<file path="src/design/ort_pkg.sv">
`default_nettype none
// ----------------------------------------------------------------------------
// ort_pkg
// Shared widths, codes and reset values for the outstanding request tracker.
// ----------------------------------------------------------------------------
package ort_pkg;

    localparam int OP_W      = 2;
    localparam int ID_W      = 32;
    localparam int TIME_W    = 32;
    localparam int TIMEOUT_W = 31;
    localparam int ADDR_W    = 3;
    localparam int DATA_W    = 32;

    // operation codes carried on op
    localparam logic [OP_W-1:0] OP_CALL = 2'd0;
    localparam logic [OP_W-1:0] OP_RESP = 2'd1;
    localparam logic [OP_W-1:0] OP_TICK = 2'd2;

    localparam logic KIND_ACK  = 1'b0;
    localparam logic KIND_DONE = 1'b1;

    localparam logic ST_RESP    = 1'b0;
    localparam logic ST_TIMEOUT = 1'b1;

    // register select is paddr[2]
    localparam logic REG_TIMEOUT = 1'b0;

    localparam logic [TIMEOUT_W-1:0] TIMEOUT_RESET = 31'd3000;
    localparam logic [ID_W-1:0]      ID_FIRST      = 32'd1;

endpackage : ort_pkg
`default_nettype wire

</file>
<file path="src/design/outstanding_request_tracker_unit.sv">
`default_nettype none
// ----------------------------------------------------------------------------
// outstanding_request_tracker_unit
// Slot table of outstanding requests with id assignment and deadline expiry.
// ----------------------------------------------------------------------------
// Input channel (in_valid/in_stall) takes one item: a call, a response or a
// tick. in_stall stays high while an item is being worked on; items are
// handled one at a time by a small sequencer that walks the slot table.
// Output channel (out_valid/out_stall) delivers result items from an output
// register; last marks the final result of an input item.
// A call scans the slots from 0 up to the first free one. A response or tick
// visits the slots in order, each visit being a slot memory read and then one
// pass through the shared 32-bit add/compare unit, and finishes with a closing
// step; a response stops at its match.
// A tick that reports timeouts holds one result in a staging register; when
// the receiver stalls, the walk pauses on the next report until the output
// register frees up, so nothing is dropped.
// Reset clears the slot valid bits, the output register, the id counter (1)
// and the timeout register (3000). The slot memory is not cleared.
// timeout_ms is written over the APB port when paddr[2] is low; pready is always high.
// ----------------------------------------------------------------------------
module outstanding_request_tracker_unit #(
    parameter int SLOTS    = 10,
    parameter int TAG_BITS = 8
) (
    input  wire logic                        clk,
    input  wire logic                        rst_n,
    // input items
    input  wire logic                        in_valid,
    output      logic                        in_stall,
    input  wire logic [ort_pkg::OP_W-1:0]    op,
    input  wire logic [ort_pkg::ID_W-1:0]    msg_id,
    input  wire logic [ort_pkg::TIME_W-1:0]  now_ms,
    input  wire logic                        send_ok,
    input  wire logic [TAG_BITS-1:0]         caller_tag,
    input  wire logic                        wants_completion,
    // result items
    output      logic                        out_valid,
    input  wire logic                        out_stall,
    output      logic                        kind,
    output      logic [ort_pkg::ID_W-1:0]    msg_id_res,
    output      logic [TAG_BITS-1:0]         caller_tag_res,
    output      logic                        status,
    output      logic                        last,
    // configuration
    input  wire logic                        psel,
    input  wire logic                        penable,
    input  wire logic                        pwrite,
    input  wire logic [ort_pkg::ADDR_W-1:0]  paddr,
    input  wire logic [ort_pkg::DATA_W-1:0]  pwdata,
    output      logic [ort_pkg::DATA_W-1:0]  prdata,
    output      logic                        pready
);
    import ort_pkg::*;

    localparam int IDX_W = (SLOTS > 1) ? $clog2(SLOTS) : 1;
    localparam logic [IDX_W-1:0] IDX_LAST = IDX_W'(SLOTS - 1);

    typedef enum logic [2:0] {
        S_IDLE,
        S_CALL,
        S_READ,
        S_CHECK,
        S_DONE
    } state_t;

    typedef struct packed {
        logic                kind;
        logic [ID_W-1:0]     id;
        logic [TAG_BITS-1:0] tag;
        logic                status;
    } res_t;

    state_t                 state_reg, state_next;
    logic [IDX_W-1:0]       idx_reg, idx_next;
    logic [SLOTS-1:0]       valid_reg, valid_next;
    logic [ID_W-1:0]        next_id_reg, next_id_next;
    logic [TIMEOUT_W-1:0]   timeout_reg, timeout_next;

    // latched input item
    logic [OP_W-1:0]        op_reg, op_next;
    logic [ID_W-1:0]        mid_reg, mid_next;
    logic [TIME_W-1:0]      now_reg, now_next;
    logic                   sent_reg, sent_next;
    logic [TAG_BITS-1:0]    tag_reg, tag_next;
    logic                   notify_reg, notify_next;

    // staging and output registers
    logic                   pend_valid_reg, pend_valid_next;
    res_t                   pend_reg, pend_next;
    logic                   out_valid_reg, out_valid_next;
    res_t                   out_res_reg, out_res_next;
    logic                   out_last_reg, out_last_next;

    // slot memory and its registered read data
    logic [ID_W-1:0]        mem_id     [SLOTS];
    logic [TIME_W-1:0]      mem_dl     [SLOTS];
    logic [TAG_BITS-1:0]    mem_tag    [SLOTS];
    logic                   mem_notify [SLOTS];
    logic [ID_W-1:0]        rd_id_reg;
    logic [TIME_W-1:0]      rd_dl_reg;
    logic [TAG_BITS-1:0]    rd_tag_reg;
    logic                   rd_notify_reg;
    logic                   wr_en;

    // shared add/subtract unit
    logic [TIME_W-1:0]      alu_a, alu_b, alu_sum;
    logic                   alu_sub;

    logic                   in_accept;
    logic                   out_free;
    logic                   hit;
    logic                   cfg_write;
    logic [ID_W-1:0]        id_use;

    assign in_stall  = (state_reg != S_IDLE);
    assign in_accept = in_valid && !in_stall;
    assign out_free  = !out_valid_reg || !out_stall;
    assign cfg_write = psel && penable && pwrite && (paddr[2] == REG_TIMEOUT);

    assign pready = 1'b1;
    assign prdata = (paddr[2] == REG_TIMEOUT) ? {1'b0, timeout_reg} : '0;

    assign out_valid      = out_valid_reg;
    assign kind           = out_res_reg.kind;
    assign msg_id_res     = out_res_reg.id;
    assign caller_tag_res = out_res_reg.tag;
    assign status         = out_res_reg.status;
    assign last           = out_last_reg;

    assign id_use = (next_id_reg == '0) ? ID_FIRST : next_id_reg;

    always_comb
    begin
        if (state_reg == S_CALL)
        begin
            alu_a   = now_reg;
            alu_b   = {1'b0, timeout_reg};
            alu_sub = 1'b0;
        end
        else if (op_reg == OP_RESP)
        begin
            alu_a   = mid_reg;
            alu_b   = rd_id_reg;
            alu_sub = 1'b1;
        end
        else
        begin
            alu_a   = now_reg;
            alu_b   = rd_dl_reg;
            alu_sub = 1'b1;
        end
        alu_sum = alu_a + (alu_sub ? ~alu_b : alu_b) + {{(TIME_W-1){1'b0}}, alu_sub};
    end

    // response: exact id match; tick: deadline reached (wrap-safe sign test)
    assign hit = valid_reg[idx_reg] &&
                 ((op_reg == OP_RESP) ? (alu_sum == '0) : !alu_sum[TIME_W-1]);

    always_comb
    begin
        state_next      = state_reg;
        idx_next        = idx_reg;
        valid_next      = valid_reg;
        next_id_next    = next_id_reg;
        timeout_next    = timeout_reg;
        op_next         = op_reg;
        mid_next        = mid_reg;
        now_next        = now_reg;
        sent_next       = sent_reg;
        tag_next        = tag_reg;
        notify_next     = notify_reg;
        pend_valid_next = pend_valid_reg;
        pend_next       = pend_reg;
        out_valid_next  = out_valid_reg;
        out_res_next    = out_res_reg;
        out_last_next   = out_last_reg;
        wr_en           = 1'b0;

        if (cfg_write)
        begin
            timeout_next = pwdata[TIMEOUT_W-1:0];
        end

        if (out_valid_reg && !out_stall)
        begin
            out_valid_next = 1'b0;
        end

        case (state_reg)
            S_IDLE:
            begin
                if (in_accept)
                begin
                    op_next     = op;
                    mid_next    = msg_id;
                    now_next    = now_ms;
                    sent_next   = send_ok;
                    tag_next    = caller_tag;
                    notify_next = wants_completion;
                    idx_next    = '0;
                    case (op)
                        OP_CALL: state_next = S_CALL;
                        OP_RESP: state_next = S_READ;
                        OP_TICK: state_next = S_READ;
                        default: state_next = S_IDLE;
                    endcase
                end
            end

            S_CALL:
            begin
                if (!valid_reg[idx_reg])
                begin
                    next_id_next    = id_use + ID_FIRST;
                    pend_valid_next = 1'b1;
                    pend_next       = '{kind: KIND_ACK, id: '0, tag: '0, status: ST_RESP};
                    if (sent_reg)
                    begin
                        valid_next[idx_reg] = 1'b1;
                        wr_en               = 1'b1;
                        pend_next.id        = id_use;
                    end
                    state_next = S_DONE;
                end
                else if (idx_reg == IDX_LAST)
                begin
                    // table full: refused, id not consumed
                    pend_valid_next = 1'b1;
                    pend_next       = '{kind: KIND_ACK, id: '0, tag: '0, status: ST_RESP};
                    state_next      = S_DONE;
                end
                else
                begin
                    idx_next = idx_reg + 1'b1;
                end
            end

            S_READ:
            begin
                state_next = S_CHECK;
            end

            S_CHECK:
            begin
                if (hit && rd_notify_reg && pend_valid_reg && !out_free)
                begin
                    state_next = S_CHECK;
                end
                else
                begin
                    if (hit)
                    begin
                        valid_next[idx_reg] = 1'b0;
                    end
                    if (hit && rd_notify_reg)
                    begin
                        if (pend_valid_reg)
                        begin
                            out_valid_next = 1'b1;
                            out_res_next   = pend_reg;
                            out_last_next  = 1'b0;
                        end
                        pend_valid_next = 1'b1;
                        pend_next       = '{kind: KIND_DONE, id: rd_id_reg, tag: rd_tag_reg,
                                            status: (op_reg == OP_RESP) ? ST_RESP : ST_TIMEOUT};
                    end
                    if ((op_reg == OP_RESP && hit) || idx_reg == IDX_LAST)
                    begin
                        state_next = S_DONE;
                    end
                    else
                    begin
                        idx_next   = idx_reg + 1'b1;
                        state_next = S_READ;
                    end
                end
            end

            S_DONE:
            begin
                if (!pend_valid_reg)
                begin
                    state_next = S_IDLE;
                end
                else if (out_free)
                begin
                    out_valid_next  = 1'b1;
                    out_res_next    = pend_reg;
                    out_last_next   = 1'b1;
                    pend_valid_next = 1'b0;
                    state_next      = S_IDLE;
                end
            end

            default:
            begin
                state_next = S_IDLE;
            end
        endcase
    end

    always_ff @(posedge clk or negedge rst_n)
    begin
        if (!rst_n)
        begin
            state_reg      <= S_IDLE;
            idx_reg        <= '0;
            valid_reg      <= '0;
            next_id_reg    <= ID_FIRST;
            timeout_reg    <= TIMEOUT_RESET;
            pend_valid_reg <= 1'b0;
            out_valid_reg  <= 1'b0;
            out_res_reg    <= '0;
            out_last_reg   <= 1'b0;
        end
        else
        begin
            state_reg      <= state_next;
            idx_reg        <= idx_next;
            valid_reg      <= valid_next;
            next_id_reg    <= next_id_next;
            timeout_reg    <= timeout_next;
            pend_valid_reg <= pend_valid_next;
            out_valid_reg  <= out_valid_next;
            out_res_reg    <= out_res_next;
            out_last_reg   <= out_last_next;
        end
    end

    always_ff @(posedge clk)
    begin
        op_reg       <= op_next;
        mid_reg      <= mid_next;
        now_reg      <= now_next;
        sent_reg     <= sent_next;
        tag_reg      <= tag_next;
        notify_reg   <= notify_next;
        pend_reg     <= pend_next;
    end

    // slot memory: written on a kept call, read one slot per walk step
    always_ff @(posedge clk)
    begin
        if (wr_en)
        begin
            mem_id[idx_reg]     <= id_use;
            mem_dl[idx_reg]     <= alu_sum;
            mem_tag[idx_reg]    <= tag_reg;
            mem_notify[idx_reg] <= notify_reg;
        end
        if (state_reg == S_READ)
        begin
            rd_id_reg     <= mem_id[idx_reg];
            rd_dl_reg     <= mem_dl[idx_reg];
            rd_tag_reg    <= mem_tag[idx_reg];
            rd_notify_reg <= mem_notify[idx_reg];
        end
    end

`ifndef NO_ASSERTIONS
    a_idle_no_pending: assert property (@(posedge clk) disable iff (!rst_n)
        (state_reg == S_IDLE) |-> !pend_valid_reg)
        else $error("staged result left behind when returning to idle");

    a_ack_single: assert property (@(posedge clk) disable iff (!rst_n)
        (out_valid && kind == KIND_ACK) |-> (last && caller_tag_res == '0 && status == ST_RESP))
        else $error("call acknowledgement with bad last, tag or status");

    a_idle_slots_stable: assert property (@(posedge clk) disable iff (!rst_n)
        (state_reg == S_IDLE) |=> $stable(valid_reg))
        else $error("slot valid bits changed while idle");
`endif

endmodule : outstanding_request_tracker_unit
`default_nettype wire
</file>
<file path="config.mk">
export PLATFORM = sky130hd
export DESIGN_NAME = outstanding_request_tracker_unit
export DESIGN_NICKNAME = d
export VERILOG_FILES = /design/src/design/ort_pkg.sv /design/src/design/outstanding_request_tracker_unit.sv
export SDC_FILE = /design/constraint.sdc
export NUM_CORES = 1
export LEC_CHECK = 0
export BUFFER_PORTS_ARGS = -buffer_cell sky130_fd_sc_hd__buf_2
export CORE_MARGIN = 4
export CORE_UTILIZATION = 65
export DETAILED_ROUTE_END_ITERATION = 8
export HOLD_SLACK_MARGIN = 0.1
export PLACE_DENSITY = 0.87
export SLEW_MARGIN = 20
export SYNTH_ARGS = -nofsm -noshare
export SYNTH_HDL_FRONTEND = slang
export SYNTH_SLANG_ARGS = --single-unit
</file>
<file path="constraint.sdc">
create_clock -name clk -period 14.4 [get_ports clk]
set_input_delay 0.72 -clock clk [delete_from_list [all_inputs] [get_ports clk]]
set_output_delay 0.72 -clock clk [all_outputs]
set_load 0.01 [all_outputs]
</file>
======== Yosys cells after proc, flatten, opt, wreduce, memory -nomap -nowiden ========
Memory sizes are Yosys's and may differ from the RTL's. A register that Yosys moved wholly into a read port is not among the register bits.
Index checks and enable logic that the tools add are counted.
word-level totals
  flip-flop bits (word level) ............. 243
  bits in latches ......................... 0
  bits in writable memories ............... 730
  bits in read-only memories .............. 0
  logic and storage cells ................. 167
  memories kept ........................... 4
operators by class
  $add $sub $neg .......................... 4
  $mul .................................... 0
  divide/modulo/power cells ............... 0
  $lt $le $gt $ge ......................... 2
  eq/ne operators ......................... 22
  shift operators ......................... 0
  muxes and demuxes ....................... 71
  bitwise logic cells ..................... 6
  reductions and logical operators ........ 36
memories
  memory      words  bits a word  read ports  clocked after Yosys merged registers in  wr ports  line                                    RTL
  mem_dl      10     32           1           1                                        1         outstanding_request_tracker_unit.sv:97  logic [TIME_W-1:0] mem_dl [SLOTS];
  mem_id      10     32           1           1                                        1         outstanding_request_tracker_unit.sv:96  logic [ID_W-1:0] mem_id [SLOTS];
  mem_tag     10     8            1           1                                        1         outstanding_request_tracker_unit.sv:98  logic [TAG_BITS-1:0] mem_tag [SLOTS];
  mem_notify  10     1            1           1                                        1         outstanding_request_tracker_unit.sv:99  logic mem_notify [SLOTS];
operators with widths
  kind                   number
  $mux 42                9
  $mux 32                7
  $pmux 42 s2            2
  $logic_not 32->1       2
  $mux 10                4
  $add 32x1->32          1
  $add 32x1->32 const B  1
  $add 32x32->32         1
  $not 32->32            1
  $mux 31                1
  $mux 1                 27
  $ne 2x2->1 const B     11
  $mux 3                 7
  $mux 4                 5
  $pmux 10 s2            1
  $pmux 3 s5             1
  $pmux 4 s3             1
  $reduce_and 6->1       2
  $logic_and 1x1->1      11
  $and 10x10->10         1
  $not 10->10            1
  $or 10x10->10          1
  $reduce_bool 3->1      3
  $reduce_and 4->1       2
  27 further kinds       38

======== Logic depth before layout (Yosys ltp) ========
  depth in word-level cells ............... 15
  gate-level depth with buffers ........... 22
  depth with buffers taken out ............ 16

======== Least setup slack after synthesis ========
OpenSTA, ideal clock, no wires.
  kind .................................... register to register
  from .................................... register state_reg[0]
  to ...................................... register pend_reg[0] (netlist name) (enable)
  data arrival time ....................... 6565 ps
  data required time ...................... 13953 ps
  slack ................................... 7388 ps
  stages on the path, launching flop included .. 17
  clock period less this slack ............ 7012 ps
  path through ............................ dfrtp_1 -> nor3b_4 -> nor2_1 -> clkbuf_1 -> mux2_2 -> fa_1 -> a21o_1 -> a21oi_1 -> xnor2_1 -> or3_1 -> or4_1 -> or4b_1 -> nor4_1 -> and4bb_2 -> a21oi_1 -> or3b_1 -> o21ai_1
between the ends
  word-level cells in the longest chain between the ends .. 14
RTL lines
  element                              line                                                                              RTL
  from (decl)                          outstanding_request_tracker_unit.sv:74                                            state_t state_reg, state_next;
  from (signal assigned)               outstanding_request_tracker_unit.sv:319                                           state_reg <= state_next;
  $eq 3x1->1 *                         outstanding_request_tracker_unit.sv:135                                           if (state_reg == S_CALL)
  $mux 32                              outstanding_request_tracker_unit.sv:135
  $not 32->32                          outstanding_request_tracker_unit.sv:153                                           alu_sum = alu_a + (alu_sub ? ~alu_b : alu_b) + {{(TIME_W-1){1'b0}}, alu_sub};
  $mux 32                              outstanding_request_tracker_unit.sv:153
  $add 32x32->32                       outstanding_request_tracker_unit.sv:153
  $add 32x1->32 *                      outstanding_request_tracker_unit.sv:153
  named net alu_sum[4]                 outstanding_request_tracker_unit.sv:107                                           logic [TIME_W-1:0] alu_a, alu_b, alu_sum;
  $logic_not 32->1 *                   outstanding_request_tracker_unit.sv:158                                           ((op_reg == OP_RESP) ? (alu_sum == '0) : !alu_sum[TIME_W-1]);
  $mux 1 *                             outstanding_request_tracker_unit.sv:158
  $logic_and 1x1->1 *                  outstanding_request_tracker_unit.sv:157                                           assign hit = valid_reg[idx_reg] &&
  $logic_and 1x1->1 *                  outstanding_request_tracker_unit.sv:246, outstanding_request_tracker_unit.sv:256
  $logic_and 1x1->1 (2 in series)      outstanding_request_tracker_unit.sv:246                                           if (hit && rd_notify_reg && pend_valid_reg && !out_free)
  $ne 2x2->1 (no source line)          -
  $reduce_and 4->1 (no source line) *  -
  to (signal assigned)                 outstanding_request_tracker_unit.sv:339                                           pend_reg <= pend_next;
  to (decl)                            outstanding_request_tracker_unit.sv:90                                            res_t pend_reg, pend_next;
Mark *: on every way through the listed nets, which the timed path passes. The rest lies on a longest branch.
A chain may end at the register's enable or synchronous reset.

======== Worst setup path after layout ========
  from .................................... register op_reg[1]
  to ...................................... register pend_reg[7] (netlist name) (enable)
between the ends
  word-level cells in the longest chain between the ends .. 15
RTL lines
  element                              line                                                                              RTL
  from (decl)                          outstanding_request_tracker_unit.sv:81                                            logic [OP_W-1:0] op_reg, op_next;
  from (signal assigned)               outstanding_request_tracker_unit.sv:333                                           op_reg <= op_next;
  $eq 2x1->1 *                         outstanding_request_tracker_unit.sv:141                                           else if (op_reg == OP_RESP)
  $mux 32                              outstanding_request_tracker_unit.sv:141
  $mux 32                              outstanding_request_tracker_unit.sv:135
  $not 32->32                          outstanding_request_tracker_unit.sv:153
  $mux 32                              outstanding_request_tracker_unit.sv:153
  $add 32x32->32 *                     outstanding_request_tracker_unit.sv:153
  $add 32x1->32 *                      outstanding_request_tracker_unit.sv:153
  named net alu_sum[24]                outstanding_request_tracker_unit.sv:107
  $logic_not 32->1 *                   outstanding_request_tracker_unit.sv:158
  $mux 1 *                             outstanding_request_tracker_unit.sv:158
  $logic_and 1x1->1 *                  outstanding_request_tracker_unit.sv:157
  $logic_and 1x1->1 *                  outstanding_request_tracker_unit.sv:246, outstanding_request_tracker_unit.sv:256
  $logic_and 1x1->1 (2 in series)      outstanding_request_tracker_unit.sv:246
  $ne 2x2->1 (no source line)          -
  $reduce_and 4->1 (no source line) *  -
Marks and branches as above.

==> flow_metrics.tcl <==
set metrics [dict create \
    outcome "completed" \
    max_cap_viol_count 0 \
    muxShareOfSynthArea_pct 12.7 \
    setup_viol 0 \
    vias 25502 \
    wirelength_microns 113000 \
    seq_area_frac_synth_pct 71.0 \
    synth.area.top_cells "edfxtp_1, mux4_2, dfrtp_1" \
    irDropWorstVdd_v 0.000179 \
    min_path_type "in -> reg" \
    p_sw_share_pct 33.0 \
    fp.dieArea_sq_um 70900 \
    die_h_microns 266 \
    core_sq_um 66000 \
    port-buffer-count 190 \
    synth.net_count 2796 \
    pre_cts_slack_ns 7.04 \
    cp.arrival_ns 7.88 \
    power_leakage_nw 17.4 \
    synth_xor_area_share_pct 1.03 \
    antenna_found_initial 3 \
    power_switching_mw 3.28 \
    seqCellArea_sq_um 30800 \
    initialDrtViolationCount 3487 \
    final_antenna_net_count 0 \
    min_from "now_ms[6]" \
    clock_latency_ns 0.69 \
    criticalPathCategory "reg -> reg" \
    cts_max_path_buffers 3 \
    area_growth_pct 12.1 \
    clock-root-buffer "clkbuf_16" \
    via_per_inst 6.81 \
    drt-pass1-iter-count 6 \
    p_comb_share_pct 29.1 \
    critPathRequiredTime_ns 14.70 \
    critPathLaunch "op_reg[1]" \
    fillCellCount 3608 \
    internal-power_mw 6.68 \
    synthAdderAreaFrac_pct 1.08 \
    top_regs "mem_dl (320), mem_id (320), mem_tag (80)" \
    clockPowerShare_pct 27.7 \
    start_kind "flop" \
    yosysTopAreaCellShare_pct 63.8 \
    dp_hpwl_microns 63900 \
    ys_types 83 \
    cp_max_fo 42 \
    fin_skew_ns 0.0519 \
    finalCriticalPeriod_ns 7.58 \
    synth_compound_area_share_pct 5.43 \
    grt_pass1_vias 25909 \
    synthArstFlopShare_pct 12.0 \
    relSlewSlack_pct 25.1 \
    fin_setup_tns_ns 0 \
    syn_inst 2641 \
    netlist_area_sq_um 43400 \
    cts_resized 0 \
    fin_nets 2946 \
    sequentialPowerShare_pct 43.1 \
    cts_tree "done" \
    cts_sinks 1046 \
    finalCritPeriodShare_pct 52.7 \
    cts_inserted_buffers 100 \
    grt_max_degree 128 \
    synth_edf_count 921 \
    layout_setup_ws_ns 6.82 \
    cts_htree_levels 3 \
    max_freq_mhz 132 \
    drv_slew 0 \
    clk_pin_slew_ns 0.06 \
    tightest_slew_ns 1.12 \
    multi_input_area_sq_um 11900 \
    synth_top_family_by_area "multiplexers" \
    overflow 0 \
    grt_first_pass_wirelength_microns 167000 \
    ff2ff_setup_slack_ns 6.82 \
    syn_avg_cell_area_sq_um 16.4 \
    drc 0 \
    synthSimpleGateAreaFrac_pct 6.84 \
    synth_seq_cells 1046 \
    drive_gt1_share_pct 23.9 \
    end_kind "flop" \
    yosysTopAreaCell "edfxtp_1" \
    grt.total_usage_pct 31.9 \
    die_x_microns 266 \
    pwr_density_cell_nw_per_um2 205 \
    wl_per_cell_microns 30.1 \
    start_util_pct 65.7 \
    routabilityCongestion 0.891 \
    yosys_warnings 0 \
    hold_viol 0 \
    rsz0062_at_grt "false" \
    synth_top_flop_cell "edfxtp_1" \
    pin_count 196 \
    rows 94 \
    reg2reg_from "op_reg[1]" \
]
layout make-up:
cell class | count | share of cell area [%]
flip-flops and latches | 1046 | 63.4
multi-input cells | 1401 | 24.5
clock buffers | 132 | 5.75
repair buffers | 226 | 2.61
well taps | 864 | 2.22
clock inverters | 57 | 1.45
inverters | 16 | 0.124
diodes | 1 | 0.00515
layer usage:
layer / track usage [%] / vias to the layer above / part of all wire (%)
li1: - / 10508 / -
met1: 43.2 / 12711 / 36
met2: 50.2 / 1955 / 47
met3: 7.33 / 324 / 12
met4: 15.4 / 4 / 5.3
met5: 0 / - / 0.020
logic make-up (layout without fill, tap and decap cells):
| family | Yosys count | in the layout |
|---|---|---|
| and+or+nand+nor | 599 | 599 |
| AOI/OAI and AO/OA | 373 | 373 |
| other | 2 | 3 |
| buffers and inverters | 194 | 431 |
| muxes | 339 | 339 |
| xor gates and xnor gates | 51 | 51 |
| adders and majority gates | 37 | 37 |
| DFF | 1046 | 1046 |
timing repair:
item	CTS	global route
hold endpoints to repair	59	0
hold buffers	1	0
buffers inserted	0	0
per-stage QoR:
| stage | utilization [%] | hold WS, ns | area (sq um) | std cells | power (mW) |
|---|---|---|---|---|---|
| after floorplan | - | 0.424 | 43400 | 2641 | 6.17 |
| after global placement | 68.3 | 0.462 | 45000 | 3551 | 6.98 |
| after detailed placement | 68.3 | 0.464 | 45000 | 3551 | 7.10 |
| after CTS | 73.6 | 0.184 | 48500 | 3741 | 9.89 |
| after global routing | 73.7 | 0.191 | 48600 | 3743 | 10.3 |
| final | 73.7 | 0.212 | 48600 | 3743 | 9.96 |
synth_stat cells (8+ instances only):
cell	n
nor2b_1	113
nand4_1	18
xor2_1	18
and3_1	26
dfrtp_1	117
nor4_1	15
a211oi_1	74
nand3_1	25
o21ai_0	58
mux4_2	146
and2_1	9
nor2_1	126
a21o_1	14
mux2_4	41
mux2_2	68
xnor2_1	33
nor3_1	17
and4_1	8
inv_1	16
clkbuf_1	143
edfxtp_1	921
dfstp_2	8
nand2_1	202
mux2i_1	84
buf_1	27
ha_1	36
a21oi_1	143
cell usage in the layout (no fill, tap or decap), types with 18 or more instances in the layout:
cell | netlist | layout
clkbuf_1 | 143 | 18
nor2_1 | 126 | 124
mux2i_1 | 84 | 84
dfrtp_1 | 117 | 113
mux2_2 | 68 | 68
edfxtp_1 | 921 | 921
nand2_1 | 202 | 202
clkbuf_16 | 0 | 103
o21ai_0 | 58 | 58
ha_1 | 36 | 36
nand4_1 | 18 | 18
a211oi_1 | 74 | 74
mux2_4 | 41 | 41
mux4_2 | 146 | 146
buf_2 | 1 | 189
nor2b_1 | 113 | 111
xnor2_1 | 33 | 31
xor2_1 | 18 | 18
nand3_1 | 25 | 25
buf_4 | 2 | 32
a21oi_1 | 143 | 143
critical path, cell delays in order, from the launching register on:
cell and delay [ns]:
edfxtp_1 0.45, nor2b_4 0.36, buf_4 0.40, nand2_1 0.23, a21oi_1 0.41, nor2_1 0.10
ha_1 0.56, a21oi_1 0.19, o21ai_0 0.76, a22oi_1 0.25, nand2b_1 0.19, a21oi_1 0.08
xnor2_1 0.31, or4_1 0.61, nor4b_2 0.69, a21oi_1 0.33, or3b_1 0.50, o21ai_4 0.16
buf_4 0.57
path summary, 6_finish.rpt:
path,end,depth (start not counted)
max,pend_reg[7],18
max reg2reg,pend_reg[7],18
min,now_reg[6],1
max in group asynchronous,idx_reg[3],3
min reg2reg,msg_id_res[20],1
min in group asynchronous,msg_id_res[5],2
power by group through the flow:
stage | clock [mW] | combinational, mW | sequential [mW]
2_1_floorplan | 0 | 1.96 | 4.21
3_3_place_gp | 0 | 2.64 | 4.34
3_5_place_dp | 0 | 2.75 | 4.36
4_1_cts | 2.78 | 2.81 | 4.30
5_1_grt | 2.93 | 3.10 | 4.31
6_report | 2.76 | 2.90 | 4.29
(Power assumes the default switching activity.)
